## src/cad_pkg.sv

```systemverilog
// ----------------------------------------------------------------------------
// cad_pkg
// shared types and codes for the 3d decay automaton
// ----------------------------------------------------------------------------
package cad_pkg;

  localparam int MASK_W     = 27;
  localparam int CFG_IDX_W  = 2;
  localparam int CFG_DATA_W = 27;

  localparam logic [1:0] OP_WRITE = 2'd0;
  localparam logic [1:0] OP_READ  = 2'd1;
  localparam logic [1:0] OP_STEP  = 2'd2;
  localparam logic [1:0] OP_NONE  = 2'd3;

  localparam logic [1:0] LIFE_DEAD     = 2'd0;
  localparam logic [1:0] LIFE_ALIVE    = 2'd1;
  localparam logic [1:0] LIFE_DECAYING = 2'd2;
  localparam logic [1:0] LIFE_BAD      = 2'd3;

  localparam logic [CFG_IDX_W-1:0] CFG_BIRTH  = 2'd0;
  localparam logic [CFG_IDX_W-1:0] CFG_STAY   = 2'd1;
  localparam logic [CFG_IDX_W-1:0] CFG_DSTART = 2'd2;

  typedef struct packed {
    logic [1:0] operation;
    logic [4:0] coord_x;
    logic [4:0] coord_y;
    logic [4:0] coord_z;
    logic [1:0] new_life;
    logic [7:0] new_decay;
  } cad_in_t;

  typedef struct packed {
    logic [1:0] done_kind;
    logic [1:0] cell_life;
    logic [7:0] cell_decay;
  } cad_out_t;

endpackage

```

## src/cad_rule.sv

```systemverilog
// ----------------------------------------------------------------------------
// cad_rule
// next state of one cell from its state and alive neighbor count
// ----------------------------------------------------------------------------
module cad_rule #(
  parameter int DECAY_BITS = 8
) (
  input  logic [1:0]                  life_i,
  input  logic [DECAY_BITS-1:0]       decay_i,
  input  logic [4:0]                  count_i,
  input  logic [cad_pkg::MASK_W-1:0]  birth_mask_i,
  input  logic [cad_pkg::MASK_W-1:0]  stay_mask_i,
  input  logic [DECAY_BITS-1:0]       decay_start_i,
  output logic [1:0]                  life_o,
  output logic [DECAY_BITS-1:0]       decay_o
);

  logic [DECAY_BITS-1:0] dec_m1;

  always_comb begin
    dec_m1 = (decay_i != '0) ? decay_i - DECAY_BITS'(1) : '0;
    life_o = life_i;
    decay_o = decay_i;
    case (life_i)
      cad_pkg::LIFE_ALIVE: begin
        if (!stay_mask_i[count_i]) begin
          life_o = cad_pkg::LIFE_DECAYING;
          decay_o = decay_start_i;
        end
      end
      cad_pkg::LIFE_DECAYING: begin
        if (dec_m1 == '0) begin
          life_o = cad_pkg::LIFE_DEAD;
          decay_o = '0;
        end else begin
          decay_o = dec_m1;
        end
      end
      default: begin
        if (birth_mask_i[count_i]) begin
          life_o = cad_pkg::LIFE_ALIVE;
          decay_o = '0;
        end
      end
    endcase
  end

endmodule

```

## config.mk

```make
export PLATFORM = sky130hd
export DESIGN_NAME = cad_rule
export DESIGN_NICKNAME = d
export VERILOG_FILES = /design/src/cad_pkg.sv /design/src/cad_rule.sv
export SDC_FILE = /design/constraint.sdc
export NUM_CORES = 1
export LEC_CHECK = 0
export BUFFER_PORTS_ARGS = -buffer_cell sky130_fd_sc_hd__buf_2
export CORE_UTILIZATION = 40
export DETAILED_ROUTE_END_ITERATION = 12
export PLACE_DENSITY = 0.88
export SETUP_SLACK_MARGIN = 0.02
export SYNTH_ARGS = -nofsm -noshare
export SYNTH_HDL_FRONTEND = slang
export SYNTH_SLANG_ARGS = --single-unit
export TNS_END_PERCENT = 100
```

## constraint.sdc

```tcl
create_clock -name vclk -period 4.3
set_input_delay 1.075 -clock vclk [all_inputs]
set_output_delay 1.075 -clock vclk [all_outputs]
set_load 0.005 [all_outputs]
```

==> results of run 1 <==
-- synthesized netlist by cell type, types with 3 or more instances --
cell / count / area [um^2]
or4_1: 3 / 22.5
a22oi_1: 8 / 60.1
ha_1: 3 / 37.5
a221o_1: 7 / 70.1
inv_1: 5 / 18.8
o21ai_0: 5 / 25.0
a21oi_1: 9 / 45.0
nand2_1: 5 / 18.8
nand2b_1: 6 / 37.5
nor2b_1: 6 / 37.5
mux2i_1: 23 / 230
nor2_1: 10 / 37.5
-- layout make-up --
cell class / instances / area, um^2
multi-input cells: 116 / 910
fillers: 221 / 857
repair buffers: 88 / 455
well taps: 28 / 35.0
inverters: 5 / 18.8
-- worst paths after layout --
kind,cells past startpoint,from,slack (ns),endpoint
worst max-delay path,8,count_i[0],0.23,decay_o[3]
worst min-delay path,3,decay_start_i[2],2.44,decay_o[2]
-- power groups by stage --
stage          registers, uW  clock network (uW)  logic [uW]
5_1_grt                    0                   0         159
3_5_place_dp               0                   0         144
3_3_place_gp               0                   0         140
4_1_cts                    0                   0         144
2_1_floorplan              0                   0        84.9
6_report                   0                   0         145
-- cell families after synthesis --
group | after synthesis | share of synthesized area
AO/OA/AOI/OAI | 44 | 0.335
AND/OR/NAND/NOR | 42 | 0.244
multiplexers | 25 | 0.282
buffers and inverters | 11 | 0.0846
adder cells (fa/ha/maj) | 3 | 0.0379
XOR/XNOR | 2 | 0.0177
-- metrics by stage --
stage | util | instance area (um^2) | instances | setup slack, ns | power (uW)
floorplan | - | 991 | 127 | 0.490 | 84.9
global placement | 0.622 | 1420 | 237 | 0.264 | 140
detailed placement | 0.622 | 1420 | 237 | 0.153 | 144
CTS | 0.622 | 1420 | 237 | 0.152 | 144
global route | 0.623 | 1420 | 237 | 0.128 | 159
finish | 0.623 | 1420 | 237 | 0.227 | 145
-- tightest hold or removal path, delay by kind of cell --
| family | cells | cell delay [ns] |
|---|---|---|
| AO/OA/AOI/OAI | 1 | 0.12 |
| buffers and inverters | 2 | 0.17 |
-- routing by layer --
layer,GRT usage,up-vias
li1,-,676
met1,0.308,611
met2,0.435,43
met3,0,2
met4,0.0135,0
met5,0,-
-- what timing repair did --
item / CTS / global route
endpoints found under the hold margin: 0 / 0
resized for setup: 0 / 1
hold buffers: 0 / 0
setup endpoints to repair: 0 / 7
==> impl_metrics.env, run 1 <==
export IMPL_status="complete, no violations"
export IMPL_wl_met2_mm=1.68
export IMPL_drc=0
export IMPL_final_common_cell="buf_2"
export IMPL_synthCells=127
export IMPL_seq_area_um2=0
export IMPL_switchingPower_uw=66.0
export IMPL_critPathSlowestCell="or3b_1"
export IMPL_die_x_um=51.8
export IMPL_fp_dieArea_mm2=0.00268
export IMPL_routed_wirelength_mm=3.08
export IMPL_hold_viol=0
export IMPL_power_density_mw_per_mm2=102
export IMPL_mostFrequentLayoutCells="87 x buf_2, 23 x mux2i_1, 10 x nor2_1"
export IMPL_syn_to_final_growth_pct=43.2
export IMPL_critPathRequiredTime_ns=3.22
export IMPL_cp_slowest_stage_delay_ns=0.40
export IMPL_num_clock_buffers=0
export IMPL_synth_warnings=0
export IMPL_grt_pass1_vias=1169
export IMPL_intPower_uw=78.6
export IMPL_holdCritPathClass="input pin to primary output"
export IMPL_cp_num_buf_inv=2
export IMPL_antenna_found_initial=0
export IMPL_ys_seq_area_frac=0
export IMPL_wl_met1_mm=1.26
export IMPL_nNetsFinal=291
export IMPL_antenna_cells=0
export IMPL_synth_area_um2=991
export IMPL_crit_fanout=11
export IMPL_pwr_share_clk=0
export IMPL_grt_overflow_total=0
export IMPL_critical_path_class="input pin to primary output"
export IMPL_syn_area_per_cell_um2=7.80
export IMPL_initial_core_util=0.435
export IMPL_setup_viol=0
export IMPL_coreArea_mm2=0.00228
export IMPL_cap_viol_max_count=0
export IMPL_rows=17
export IMPL_seqPwrFrac=0
export IMPL_routedWlPerCell_um=13.0
export IMPL_irDropWorstVdd_mv=0.0717
export IMPL_routed_via_count=1332
export IMPL_numSequentialCells=0
export IMPL_maxUsedRoutingLayer="met4"
export IMPL_drv_slew=0
export IMPL_fmax_mhz=246
export IMPL_endpoint_kind="primary output"
export IMPL_grt_max_degree=23
export IMPL_p_comb_frac=1.000
export IMPL_crit_top_cell="buf_2"
export IMPL_dr_pass1_iters=4
export IMPL_track_usage=0.232
export IMPL_tightestPinTransition_ns=0.376
export IMPL_dp_hpwl_mm=2.67
export IMPL_slew_headroom=0.748
export IMPL_viasPerCell=5.62
export IMPL_startpoint_type="input pin"
export IMPL_finalCritPeriodShare=0.947
export IMPL_dr_wl_met3_um=124
export IMPL_setup_tns_ns=0
export IMPL_whs_ns=2.44
export IMPL_drtIter0Drc=33
export IMPL_die_height_um=51.8
export IMPL_rsz0062_at_grt="no"
export IMPL_grt_pass1_wl_mm=4.89
export IMPL_p_leak_uw=0.000738
export IMPL_antenna_left=0
export IMPL_cts_setup_buffers=0
export IMPL_arrival_ns=3.00
export IMPL_crit_family="compound AO/OA/AOI/OAI gates"
export IMPL_finalCriticalPeriod_ns=4.07
export IMPL_routabilityCongestion=0.882
export IMPL_ios=87
export IMPL_placement_io_buffers=87
export IMPL_path_cells="buf_2 -> or3b_1 -> o221ai_1 -> a21oi_1 -> o31ai_2 -> a21bo_4 -> a221o_1 -> buf_2"
export IMPL_synth_distinct_cells=40
export IMPL_switching_share=0.457
export IMPL_synth_nets=207
export IMPL_drive_gt1_frac=0.455
Power figures use the tool's default switching activity.
==> run 2, diff against run 1 <==
==> constraint.sdc (replaced) <==
create_clock -name vclk -period 4.3
set_input_delay 0.645 -clock vclk [all_inputs]
set_output_delay 0.645 -clock vclk [all_outputs]
set_load 0.005 [all_outputs]
==> run 2 against run 1 <==
Hold slack worse by 0.86 ns. Design area is 1.6% lower. Via count fell by 2.2%. Routed wire length fell by 3.1%. Maximum frequency increased by 12%. Flip-flop and latch count is the same. Setup slack gained 0.44 ns. Core utilization fell by 0.99 points. Final cell count decreased by 0.42%. Die area unchanged. Total power shrank 2.4%. Critical path type unchanged. Critical endpoint is now decay_o[5]. Highest routed layer unchanged.
==> impl_metrics.env, run 2 (synthesis results as in run 1) <==
export IMPL_critical_path_class="input pin to primary output"
export IMPL_viasPerCell=5.52
export IMPL_cts_setup_buffers=0
export IMPL_p_leak_uw=0.000728
export IMPL_grt_pass1_vias=1193
export IMPL_whs_ns=1.58
export IMPL_postCtsHoldBufs=0
export IMPL_drtIter0Drc=40
export IMPL_irDropWorstVdd_mv=0.0742
export IMPL_mostFrequentLayoutCells="87 x buf_2, 23 x mux2i_1, 10 x nor2_1"
export IMPL_die_height_um=51.8
export IMPL_finalCriticalPeriod_ns=3.63
export IMPL_final_common_cell="buf_2"
export IMPL_antenna_left=0
export IMPL_place_area_mm2=0.00140
export IMPL_cap_viol_max_count=0
export IMPL_routed_wirelength_mm=2.99
export IMPL_placement_io_buffers=87
export IMPL_path_cells="buf_2 -> mux4_2 -> a2bb2oi_1 -> a21oi_1 -> nor3_2 -> nor2b_1 -> a221o_1 -> buf_2"
export IMPL_nNetsFinal=290
export IMPL_startpoint_type="input pin"
export IMPL_cts_resized=0
export IMPL_finalCritPeriodShare=0.844
export IMPL_drv_slew=0
export IMPL_syn_to_final_growth_pct=40.9
export IMPL_holdCritPathClass="input pin to primary output"
export IMPL_slew_headroom=0.546
export IMPL_setup_tns_ns=0
export IMPL_crit_family="buffers and inverters"
export IMPL_drc=0
export IMPL_seq_area_um2=0
export IMPL_numSequentialCells=0
export IMPL_routedWlPerCell_um=12.6
export IMPL_initial_core_util=0.435
export IMPL_fin_area_mm2=0.00140
export IMPL_instances_no_fill=236
export IMPL_nFillCells=219
export IMPL_arrival_ns=2.98
export IMPL_endpoint_kind="primary output"
export IMPL_setup_viol=0
export IMPL_grt_pass1_wl_mm=5.00
export IMPL_tightestPinTransition_ns=0.681
export IMPL_cp_num_buf_inv=2
export IMPL_routed_via_count=1303
export IMPL_coreArea_mm2=0.00228
export IMPL_rows=17
export IMPL_antenna_cells=0
export IMPL_rsz0062_at_grt="no"
export IMPL_dp_cells=236
export IMPL_crit_fanout=26
export IMPL_critPathRequiredTime_ns=3.65
export IMPL_cp_slowest_stage_delay_ns=0.58
export IMPL_critPathSlowestCell="mux4_2"
export IMPL_die_x_um=51.8
export IMPL_status="complete, no violations"
export IMPL_ios=87
export IMPL_crit_top_cell="buf_2"
export IMPL_fmax_mhz=276
export IMPL_routabilityCongestion=0.886
export IMPL_power_density_mw_per_mm2=101
export IMPL_hold_viol=0
export IMPL_antenna_found_initial=0
export IMPL_drive_gt1_frac=0.447
export IMPL_fp_dieArea_mm2=0.00268
export IMPL_num_clock_buffers=0
export IMPL_grt_max_degree=27
export IMPL_dr_pass1_iters=4
export IMPL_grt_overflow_total=0
export IMPL_track_usage=0.235
export IMPL_dp_hpwl_mm=2.60
==> run 2: cell types whose count changed in the layout (fill, tap and decap cells not counted) <==
cell     delta
buf_12      -1
nor2b_1     +1
nor2b_2     -1
==> run 2: per-layer routing <==
layer | vias up | track usage | part of all wire
li1 | 669 | - | -
met1 | 587 | 0.311 | 0.43
met2 | 43 | 0.429 | 0.51
met3 | 4 | 0.00585 | 0.052
met4 | 0 | 0.0360 | 0.011
met5 | - | 0 | 0
==> run 2: worst paths after layout <==
kind	from	end	slack, ns	cells past startpoint
max	count_i[1]	decay_o[5]	0.67	8
min	decay_start_i[7]	decay_o[7]	1.58	3
==> run 2: cell type report <==
cell class	count	area [um^2]	share of cell area
Multi-Input combinational cell	116	907	0.650
Timing Repair Buffer	87	435	0.312
Inverter	5	18.8	0.0134
Tap cell	28	35.0	0.0251
==> run 2: power by group <==
part	internal [uW]	switching (uW)	total, uW
registers	0	0	0
logic	76.8	64.4	141
clock network	0	0	0
total	76.8	64.4	141
==> run 2: worst min-delay path: cells and delay by family <==
| family | cells | cell delay [ns] |
|---|---|---|
| compound gates | 1 | 0.12 |
| buf+inv | 2 | 0.17 |
==> run 2: metrics by stage <==
step | total power [uW] | worst slack (ns) | utilization
6_report | 141 | 0.672 | 0.614
5_1_grt | 157 | 0.492 | 0.614
4_1_cts | 141 | 0.676 | 0.614
3_5_place_dp | 140 | 0.675 | 0.614
3_3_place_gp | 138 | 0.748 | 0.614
2_1_floorplan | 84.9 | 1.35 | -
==> run 3, diff against run 2 <==
Clock period 4.3 ns to 3.7 ns, I/O delays scaled along.
==> run 3 against run 2 <==
Total power rose by 17%. Clock-buffer cell count did not move. Die area did not move. Critical path depth did not move. Combinational power rose by 17%. Hold slack got worse by 0.18 ns. Largest power group unchanged. Sequential share of layout area did not move. Non-clock buffer count rose by 2. Flip-flop and latch count did not move. Core utilization rose by 0.66 points. Critical endpoint unchanged.
==> impl_metrics.env, run 3 (synthesis results as in run 1) <==
export IMPL_fp_dieArea_mm2=0.00268
export IMPL_routabilityCongestion=0.862
export IMPL_fin_total_pwr_uw=165
export IMPL_track_usage=0.226
export IMPL_cp_slowest_stage_delay_ns=0.57
export IMPL_critical_path_class="input pin to primary output"
export IMPL_holdCritPathClass="input pin to primary output"
export IMPL_routed_via_count=1332
export IMPL_switchingPower_uw=74.7
export IMPL_grt_pass1_vias=1105
export IMPL_setup_viol=0
export IMPL_startpoint_type="input pin"
export IMPL_finalCriticalPeriod_ns=3.25
export IMPL_grt_pass1_wl_mm=4.86
export IMPL_dp_slack_ns=0.441
export IMPL_routedWlPerCell_um=12.2
export IMPL_irDropWorstVdd_mv=0.0807
export IMPL_p_comb_frac=1.000
export IMPL_arrival_ns=2.69
export IMPL_antenna_left=0
export IMPL_rsz0062_at_grt="no"
export IMPL_ios=87
export IMPL_drv_slew=0
export IMPL_cap_viol_max_count=0
export IMPL_fmax_mhz=308
export IMPL_mostFrequentLayoutCells="87 x buf_2, 23 x mux2i_1, 10 x nor2_1"
export IMPL_hold_viol=0
export IMPL_finalCritPeriodShare=0.878
export IMPL_path_cells="buf_2 -> mux4_2 -> a2bb2oi_1 -> a21oi_1 -> nor3_2 -> a21bo_4 -> a221o_1 -> buf_2"
export IMPL_crit_fanout=21
export IMPL_grt_overflow_total=0
export IMPL_multiInputGateArea_um2=907
export IMPL_setup_tns_ns=0
export IMPL_nNetsFinal=292
export IMPL_p_leak_uw=0.000739
export IMPL_drc=0
export IMPL_drive_gt1_frac=0.452
export IMPL_dp_hpwl_mm=2.52
export IMPL_grt_max_degree=22
export IMPL_placement_io_buffers=87
export IMPL_coreArea_mm2=0.00228
export IMPL_antenna_found_initial=0
export IMPL_die_height_um=51.8
export IMPL_initial_core_util=0.435
export IMPL_status="complete, no violations"
export IMPL_nFillCells=208
export IMPL_tightestPinTransition_ns=0.535
export IMPL_pwr_share_clk=0
export IMPL_routed_wirelength_mm=2.91
export IMPL_antenna_cells=0
export IMPL_power_density_mw_per_mm2=117
export IMPL_slew_headroom=0.644
export IMPL_die_x_um=51.8
export IMPL_crit_top_cell="buf_2"
export IMPL_num_clock_buffers=0
export IMPL_seq_area_um2=0
export IMPL_syn_to_final_growth_pct=42.4
export IMPL_seqPwrFrac=0
export IMPL_numSequentialCells=0
export IMPL_postCtsHoldBufs=0
export IMPL_dr_pass1_iters=4
export IMPL_rows=17
export IMPL_final_common_cell="buf_2"
export IMPL_switching_share=0.453
export IMPL_critPathRequiredTime_ns=3.14
export IMPL_fin_ws_ns=0.451
export IMPL_viasPerCell=5.60
export IMPL_critPathSlowestCell="mux4_2"
export IMPL_cts_resized=0
export IMPL_endpoint_kind="primary output"
export IMPL_intPower_uw=90.3
export IMPL_cts_setup_buffers=0
export IMPL_drtIter0Drc=42
[run 3: cell types whose count changed in the layout (fill, tap and decap cells not counted)]
cell	change
buf_4	+2
[run 3: layer usage]
layer / routed length [um] / global-route usage / vias to the layer above
li1: - / - / 677
met2: 1520 / 0.400 / 42
met3: 122 / 0.00585 / 0
met5: 0 / 0 / -
met4: 0 / 0 / 0
met1: 1270 / 0.320 / 613
[run 3: worst paths after layout]
check              from          to  slack (ns)  cells after the start
max          count_i[1]  decay_o[5]        0.45                      8
min    decay_start_i[3]  decay_o[3]        1.40                      3
[run 3: area by class of cell]
class                      instances  area share
tap                               28      0.0248
timing repair buffer              89       0.319
multi-input combinational        116       0.643
inverter                           5      0.0133
[run 3: critical path, delay by kind of cell]
kind	cells	cell delay, ns
compound gates	4	0.92
mux	1	0.57
buf+inv	2	0.56
simple gates	1	0.09
[run 3: power groups by stage]
stage / Clock, uW / Combinational, uW / Sequential (uW)
floorplan: 0 / 98.7 / 0
global placement: 0 / 162 / 0
detailed placement: 0 / 164 / 0
CTS: 0 / 165 / 0
global route: 0 / 182 / 0
finish: 0 / 165 / 0
[run 3: through the flow]
step	utilization	instance area [um^2]	std cells	hold slack, ns
after floorplan	-	991	127	1.24
after global placement	0.620	1410	238	1.40
after detailed placement	0.620	1410	238	1.40
after CTS	0.620	1410	238	1.40
after global routing	0.620	1410	238	1.41
final	0.620	1410	238	1.40
